## config.mk

```make
export PLATFORM = sky130hd
export DESIGN_NAME = npsl_scan_unit
export DESIGN_NICKNAME = d
export VERILOG_FILES = /design/src/design/npsl_pkg.sv /design/src/design/npsl_scan_unit.sv
export SDC_FILE = /design/constraint.sdc
export NUM_CORES = 1
export LEC_CHECK = 0
export BUFFER_PORTS_ARGS = -buffer_cell sky130_fd_sc_hd__buf_2
export CAP_MARGIN = 20
export CORE_MARGIN = 1.5
export CORE_UTILIZATION = 40
export DETAILED_ROUTE_END_ITERATION = 10
export HOLD_SLACK_MARGIN = 0.1
export PLACE_DENSITY_LB_ADDON = 0.3
export SYNTH_ARGS = -nofsm -noshare
export SYNTH_HDL_FRONTEND = slang
export SYNTH_SLANG_ARGS = --single-unit
```

## constraint.sdc

```tcl
create_clock -name clk -period 4.7 [get_ports clk]
set_input_delay 0.47 -clock clk [delete_from_list [all_inputs] [get_ports clk]]
set_output_delay 0.47 -clock clk [all_outputs]
set_load 0.02 [all_outputs]
```

## src/design/npsl_pkg.sv

```systemverilog
// ----------------------------------------------------------------------------
// npsl_pkg
// Types, codes and defaults shared by the symbol lookup block.
// ----------------------------------------------------------------------------
`timescale 1ns / 1ps

package npsl_pkg;

	localparam int TABLE_DEPTH_DEF   = 1024;
	localparam int SEGMENT_SLOTS_DEF = 16;

	// Operation codes carried in the mode field of an input beat.
	localparam logic [2:0] MODE_CLEAR  = 3'd0;
	localparam logic [2:0] MODE_APPEND = 3'd1;
	localparam logic [2:0] MODE_BASE   = 3'd2;
	localparam logic [2:0] MODE_SEG    = 3'd3;
	localparam logic [2:0] MODE_LIN    = 3'd4;

	// Fixed widths of the result fields.
	localparam int SYM_IDX_W = 10;
	localparam int MSEG_W    = 4;

	typedef struct packed {
		logic [2:0]  mode;
		logic [15:0] segment;
		logic [15:0] offset;
		logic [31:0] linear;
		logic [3:0]  base_index;
		logic [31:0] base_value;
	} in_beat_t;

	typedef struct packed {
		logic                 found;
		logic [SYM_IDX_W-1:0] symbol_index;
		logic [15:0]          distance;
		logic [MSEG_W-1:0]    matched_segment;
		logic                 dropped;
	} out_beat_t;

	typedef logic [3:0] cfg_beat_t;

	// Control from the sequencer to the compare unit.
	typedef struct packed {
		logic clear;
		logic entry_valid;
	} scan_ctrl_t;

endpackage

```

## src/design/npsl_scan_unit.sv

```systemverilog
// ----------------------------------------------------------------------------
// npsl_scan_unit
// Shared compare unit: tracks the closest preceding entry over a table scan.
// ----------------------------------------------------------------------------
`timescale 1ns / 1ps

module npsl_scan_unit #(
	parameter int IDX_W = 10
) (
	input  logic                clk,
	input  logic                arst_n,
	input  npsl_pkg::scan_ctrl_t ctrl,
	input  logic [15:0]         query_seg,
	input  logic [15:0]         query_off,
	input  logic [15:0]         entry_seg,
	input  logic [15:0]         entry_off,
	input  logic [IDX_W-1:0]    entry_idx,
	output logic                hit,
	output logic [IDX_W-1:0]    near_idx,
	output logic [15:0]         best_dist
);

	logic        hit_q;
	logic [IDX_W-1:0] near_idx_q;
	logic [15:0] best_dist_q;
	logic [15:0] delta;
	logic        take;

	// Only a strictly closer entry replaces the held one, so the earliest wins a tie.
	assign delta = query_off - entry_off;
	assign take = ctrl.entry_valid && (entry_seg == query_seg) && (entry_off <= query_off)
		&& (!hit_q || (delta < best_dist_q));

	always_ff @(posedge clk or negedge arst_n) begin
		if (!arst_n) begin
			hit_q <= 1'b0;
		end else if (ctrl.clear) begin
			hit_q <= 1'b0;
		end else if (take) begin
			hit_q <= 1'b1;
		end
	end

	always_ff @(posedge clk) begin
		if (!ctrl.clear && take) begin
			near_idx_q  <= entry_idx;
			best_dist_q <= delta;
		end
	end

	assign hit       = hit_q;
	assign near_idx  = near_idx_q;
	assign best_dist = best_dist_q;

endmodule

```

Word-level counts from Yosys, hierarchy flattened --
Index checks and enable logic that the tools add are counted.
Storage, ports and cells: bits of input ports 78, RAM bits 0, memories 0, register bits after elaboration 27, latch bits 0, ROM bits 0
Operators by class: bitwise logic cells 0, reductions and logical operators 8, divide/modulo/power cells 0, shift-type cells 0, $lt $le $gt $ge 2, mux-type cells 2, equal/unequal tests 1, $add $sub $neg 1, multipliers 0
Operator list (count):
- equality test 16 bit | 1
- less-or-equal comparator 16 bit | 1
- less-than comparator 16 bit | 1
- subtractor 16 bit | 1
- logical AND 1 bit | 4
- logical NOT 1 bit | 2
- 2-to-1 mux 1 bit | 2
- nonzero test 2 bit | 1
- logical OR 1 bit | 1

Logic depth before layout (Yosys ltp) --
word-level depth 6, mapped depth 16

Worst setup path after synthesis --
No wires, ideal clock.
kind input to register, from input port query_off[0], to register best_dist_q[0], in the netlist best_dist[0] (enable), stages 14, arrival time 4.674 ns, path buffers 0, setup slack -0.426 ns, required time 4.247 ns, cell sequence inv_1 ha_1 fa_1 nor2b_1 o21ai_1 a21oi_1 o21ai_1 a211o_1 o2111ai_1 ha_1 a21o_1 a21oi_1 o21ai_0 a221oi_1
Between the ends: cells in the longest elaborated chain, start to end 5, elaborated cells between the ends (all ways) 7
Ends and longest elaborated chain:
- from (decl) | RTL line npsl_scan_unit.sv:14 | input logic [15:0] query_off,
- subtractor 16 bit | RTL line npsl_scan_unit.sv:30 | assign delta = query_off - entry_off;
- net delta[10] | RTL line npsl_scan_unit.sv:26 | logic [15:0] delta;
- less-than comparator 16 bit | RTL line npsl_scan_unit.sv:32 | && (!hit_q || (delta < best_dist_q));
- logical OR 1 bit | RTL line npsl_scan_unit.sv:32
- logical AND 1 bit | RTL line npsl_scan_unit.sv:32
- logical AND 1 bit | RTL line npsl_scan_unit.sv:45 | if (!ctrl.clear && take) begin
- to (signal assigned) | RTL line npsl_scan_unit.sv:47 | best_dist_q <= delta;
- to (decl) | RTL line npsl_scan_unit.sv:25 | logic [15:0] best_dist_q;
The timed path passes the listed nets, and every way through them passes these cells. A chain may end at the register's enable or synchronous reset.

Worst setup path in the final report --
from input port query_off[0], to register best_dist_q[4], in the netlist best_dist[4] (enable)
The elaborated chain is that of the path after synthesis.

==> results by group <==
Drt
  – Wire length per cell: 12.17 µm
  – Routed WL: 4906 µm
  – Antenna viol nets, final: 0
  – DRT Pass-1 Iters: 6
  – Via count: about 2.0k
  – Initial DRC Count: 91
  – Vias per inst: about 5
  – DR DRC count: 0

Die
  – Die extent in x: 77.60 µm
  – # rows: 26
  – Starting Density: 42.50%
  – Die area: 6021 µm²
  – Die Height: 77.60 µm
  – IO Pins: 105
  – Core area: 5238 µm²

Synth
  – Synth async-reset ratio: 3.704%
  – Syn nets: 335
  – Post-Syn Area: 2226 µm²
  – Compound-Gate Fraction of Synth Area: 17.82%
  – Syn Area/Cell: 9.893 µm²
  – Simple-Gate Fraction of Synth Area: 8.769%
  – Post-synth EDFFs: 26
  – Post-Synth Adder-Cell Area: 18.32%
  – FF+latch count, synth: 27
  – Mux cell area share after synthesis: 0%
  – Post-Syn Instances: 225
  – Most used DFF post-synth: edfxtp_1
  – Synth Warn #: 0
  – Distinct cells, synth: 42
  – Largest family of logic cells by synthesized area: adder cells
  – Seq/Total Area, Yosys: 36.20%
  – Synth Area in XOR/XNOR: 11.41%

Critical path
  – Top Family by Delay on Critical Path: compound AO/OA/AOI/OAI gates
  – Setup CP Type: input port to register
  – Slowest CP cell: fa_1
  – CP Data Arrival Time: 3680 ps
  – WP buf/inv: 3
  – Critical Path Start Type: input port
  – Crit path cell chain: buf_2 -> inv_1 -> ha_1 -> fa_1 -> nor2b_1 -> o21ai_1 -> a21oi_1 -> o21ai_1 -> a211o_1 -> o2111ai_1 -> ha_1 -> a21o_1 -> a21oi_1 -> o21ai_0 -> a221oi_4 -> buf_4
  – WP data required: between 4000 and 5000 ps
  – Crit path largest cell delay: 400 ps
  – Critical Path Sink Type: register
  – Worst Path Max Fanout: 23

Clocking
  – Clk sinks: 27
  – CTS tree: done
  – Clk_lat worst skew: 270 ps
  – Num CTS Buffers: 3
  – Root buf cell: clkbuf_8
  – Clock tree buffer depth: 2
  – CTS clk-pin slew, worst paths: 90 ps
  – H-tree depth: 1

Power and ir drop
  – PwrDens: 214.9 nW/µm²
  – Leak: roughly 0.0015 µW
  – VDD IR max: 100.0 µV

Status
  – Result of the run: completed

Global routing
  – Met3 usage: 1.765%
  – First-pass GRT wire length: 8273 µm
  – GR Util met2: 28.43%
  – Total track usage: 17.11%
  – Initial antenna violation count: 0
  – Met1 Use GR: 21.68%
  – Pin count of the biggest net entering global routing: 24
  – Grt total ovfl: 0
  – Vias in the first global route: 1939
  – Gr busiest metal: met2

Min path
  – Worst hold path type: input port to register

STA
  – Unrepaired setup endpoints after global routing: no
  – Setup-failing EPs final: 0
  – Period utilization: between 70% and 80%
  – Fin crit period: 3722 ps
  – Tightest Pin Transition: 356.1 ps
  – Final Skew: between 2 and 3 ps
  – Final Max Slew Viols: 0
  – F_max: between 200 and 300 MHz
  – Setup_tns: 0 ps
  – Final worst slack: 978.2 ps
  – Final hold violation count: 0
  – Max-slew headroom at the worst pin: 76.01%

Placement
  – Port Buffers: 104
  – Dpl cells: 398
  – Routability cong.: 0.8042
  – Placed Area: around 2900 µm²
  – Placed wire-length estimate: 4191 µm
  – Pre-CTS setup slack: 685.8 ps

Layout
  – Final Core Density: 55.47%
  – Area growth, synth to finish: 30.52%
  – Fraction of layout cells with a size suffix above 1: 33.93%
  – Diode count: 0
  – Non-filler instance count after layout: between 400 and 500
  – Final net count: 444
  – Design Area, Final: 2905 µm²

Job
  – Maximum capacitance violations: 0
==> cell families after synthesis <==
logic type | count (synthesis)
and+or+nand+nor | 37
buffers and inverters | 44
DFF | 27
xor gates and xnor gates | 29
adders and majority gates | 32
AOI/OAI and AO/OA | 56
==> layer usage <==
layer  part of all wire (%)  vias up
met1                     44      878
met5                      0        -
met2                     48       70
met3                    5.0       12
li1                       -     1012
met4                    3.0        0
==> stage by stage <==
step | hold slack [ps] | power (µW)
3_3_place_gp | 245.1 | 493.6
6_report | 365.8 | 624.2
2_1_floorplan | 174.4 | 427.2
3_5_place_dp | 246.8 | 498.9
4_1_cts | 356.7 | 631.1
5_1_grt | 351.5 | 670.8
==> state kept, by name, summed over array words and instances (netlist names) <==
name	flops
hit	1
near_idx	10
best_dist	16
==> placed cells by master, fill, tap and decap left out, types with 2 or more instances in the layout <==
master    count
o21bai_1      2
nor2_1        7
xor2_1       17
a21o_1        9
a21oi_1      17
o211ai_1      2
xnor2_1      12
buf_2       104
nor2b_1       2
nand4_1       9
o21ai_1       3
nand2b_1      3
nand2_1       9
o21ai_0       7
ha_1         31
edfxtp_1     26
nor4_1        2
clkbuf_8      3
inv_1        42
==> worst register-to-register path, stage by stage (launching register included) <==
cell	delay, ps
edfxtp_1	410
inv_1	80
ha_1	230
a21o_1	160
a21o_1	170
a211oi_1	220
o21ai_0	190
a221oi_4	380
buf_4	360
==> power breakdown <==
group | leakage [µW] | total (µW) | switching (µW) | internal [µW]
Combinational | 0.00121 | 224 | 119 | 106
Sequential | 0.000248 | 270 | 0.000299 | 270
Clock | 0.0000228 | 129 | 68.7 | 60.8
Total | 0.00148 | 624 | 187 | 437
==> final timing paths <==
kind | slack (ps) | start | depth (start not counted) | end
max | 980 | query_off[0] | 16 | best_dist[4]
min | 370 | entry_idx[2] | 1 | near_idx[2]
max reg2reg | 2160 | best_dist[5] | 8 | best_dist[4]
min reg2reg | 630 | hit | 2 | hit
max in group asynchronous | 4110 | arst_n | 2 | hit
min in group asynchronous | 510 | arst_n | 2 | hit
==> synth_stat cells (all sizes together) (7+ instances only) <==
| master | n | share of area [%] |
|---|---|---|
| o21ai | 10 | 2.2 |
| nand2 | 9 | 1.5 |
| xor2 | 17 | 6.7 |
| a21oi | 18 | 4.2 |
| nand4 | 9 | 2.5 |
| a21o | 9 | 3.0 |
| edfxtp | 26 | 35 |
| ha | 31 | 17 |
| inv | 42 | 7.1 |
| xnor2 | 12 | 4.7 |
| nor2 | 7 | 1.2 |
==> timing repair <==
item                      4_1_cts  5_1_grt
hold endpoints to repair        1        0
buffers inserted                0        0
gates resized for setup         0        0
hold buffers                    1        0
==> cell type report <==
cell class / instances / area [µm²]
Tap cell: 70 / 87.58
Timing Repair Buffer: 106 / 538.0
Inverter: 42 / 157.7
Sequential cell: 27 / 805.8
Multi-Input combinational cell: 154 / 1271
Fill cell: 495 / 2332
Clock buffer: 4 / 45.04
Note: power is estimated with default switching activity, not from simulation.
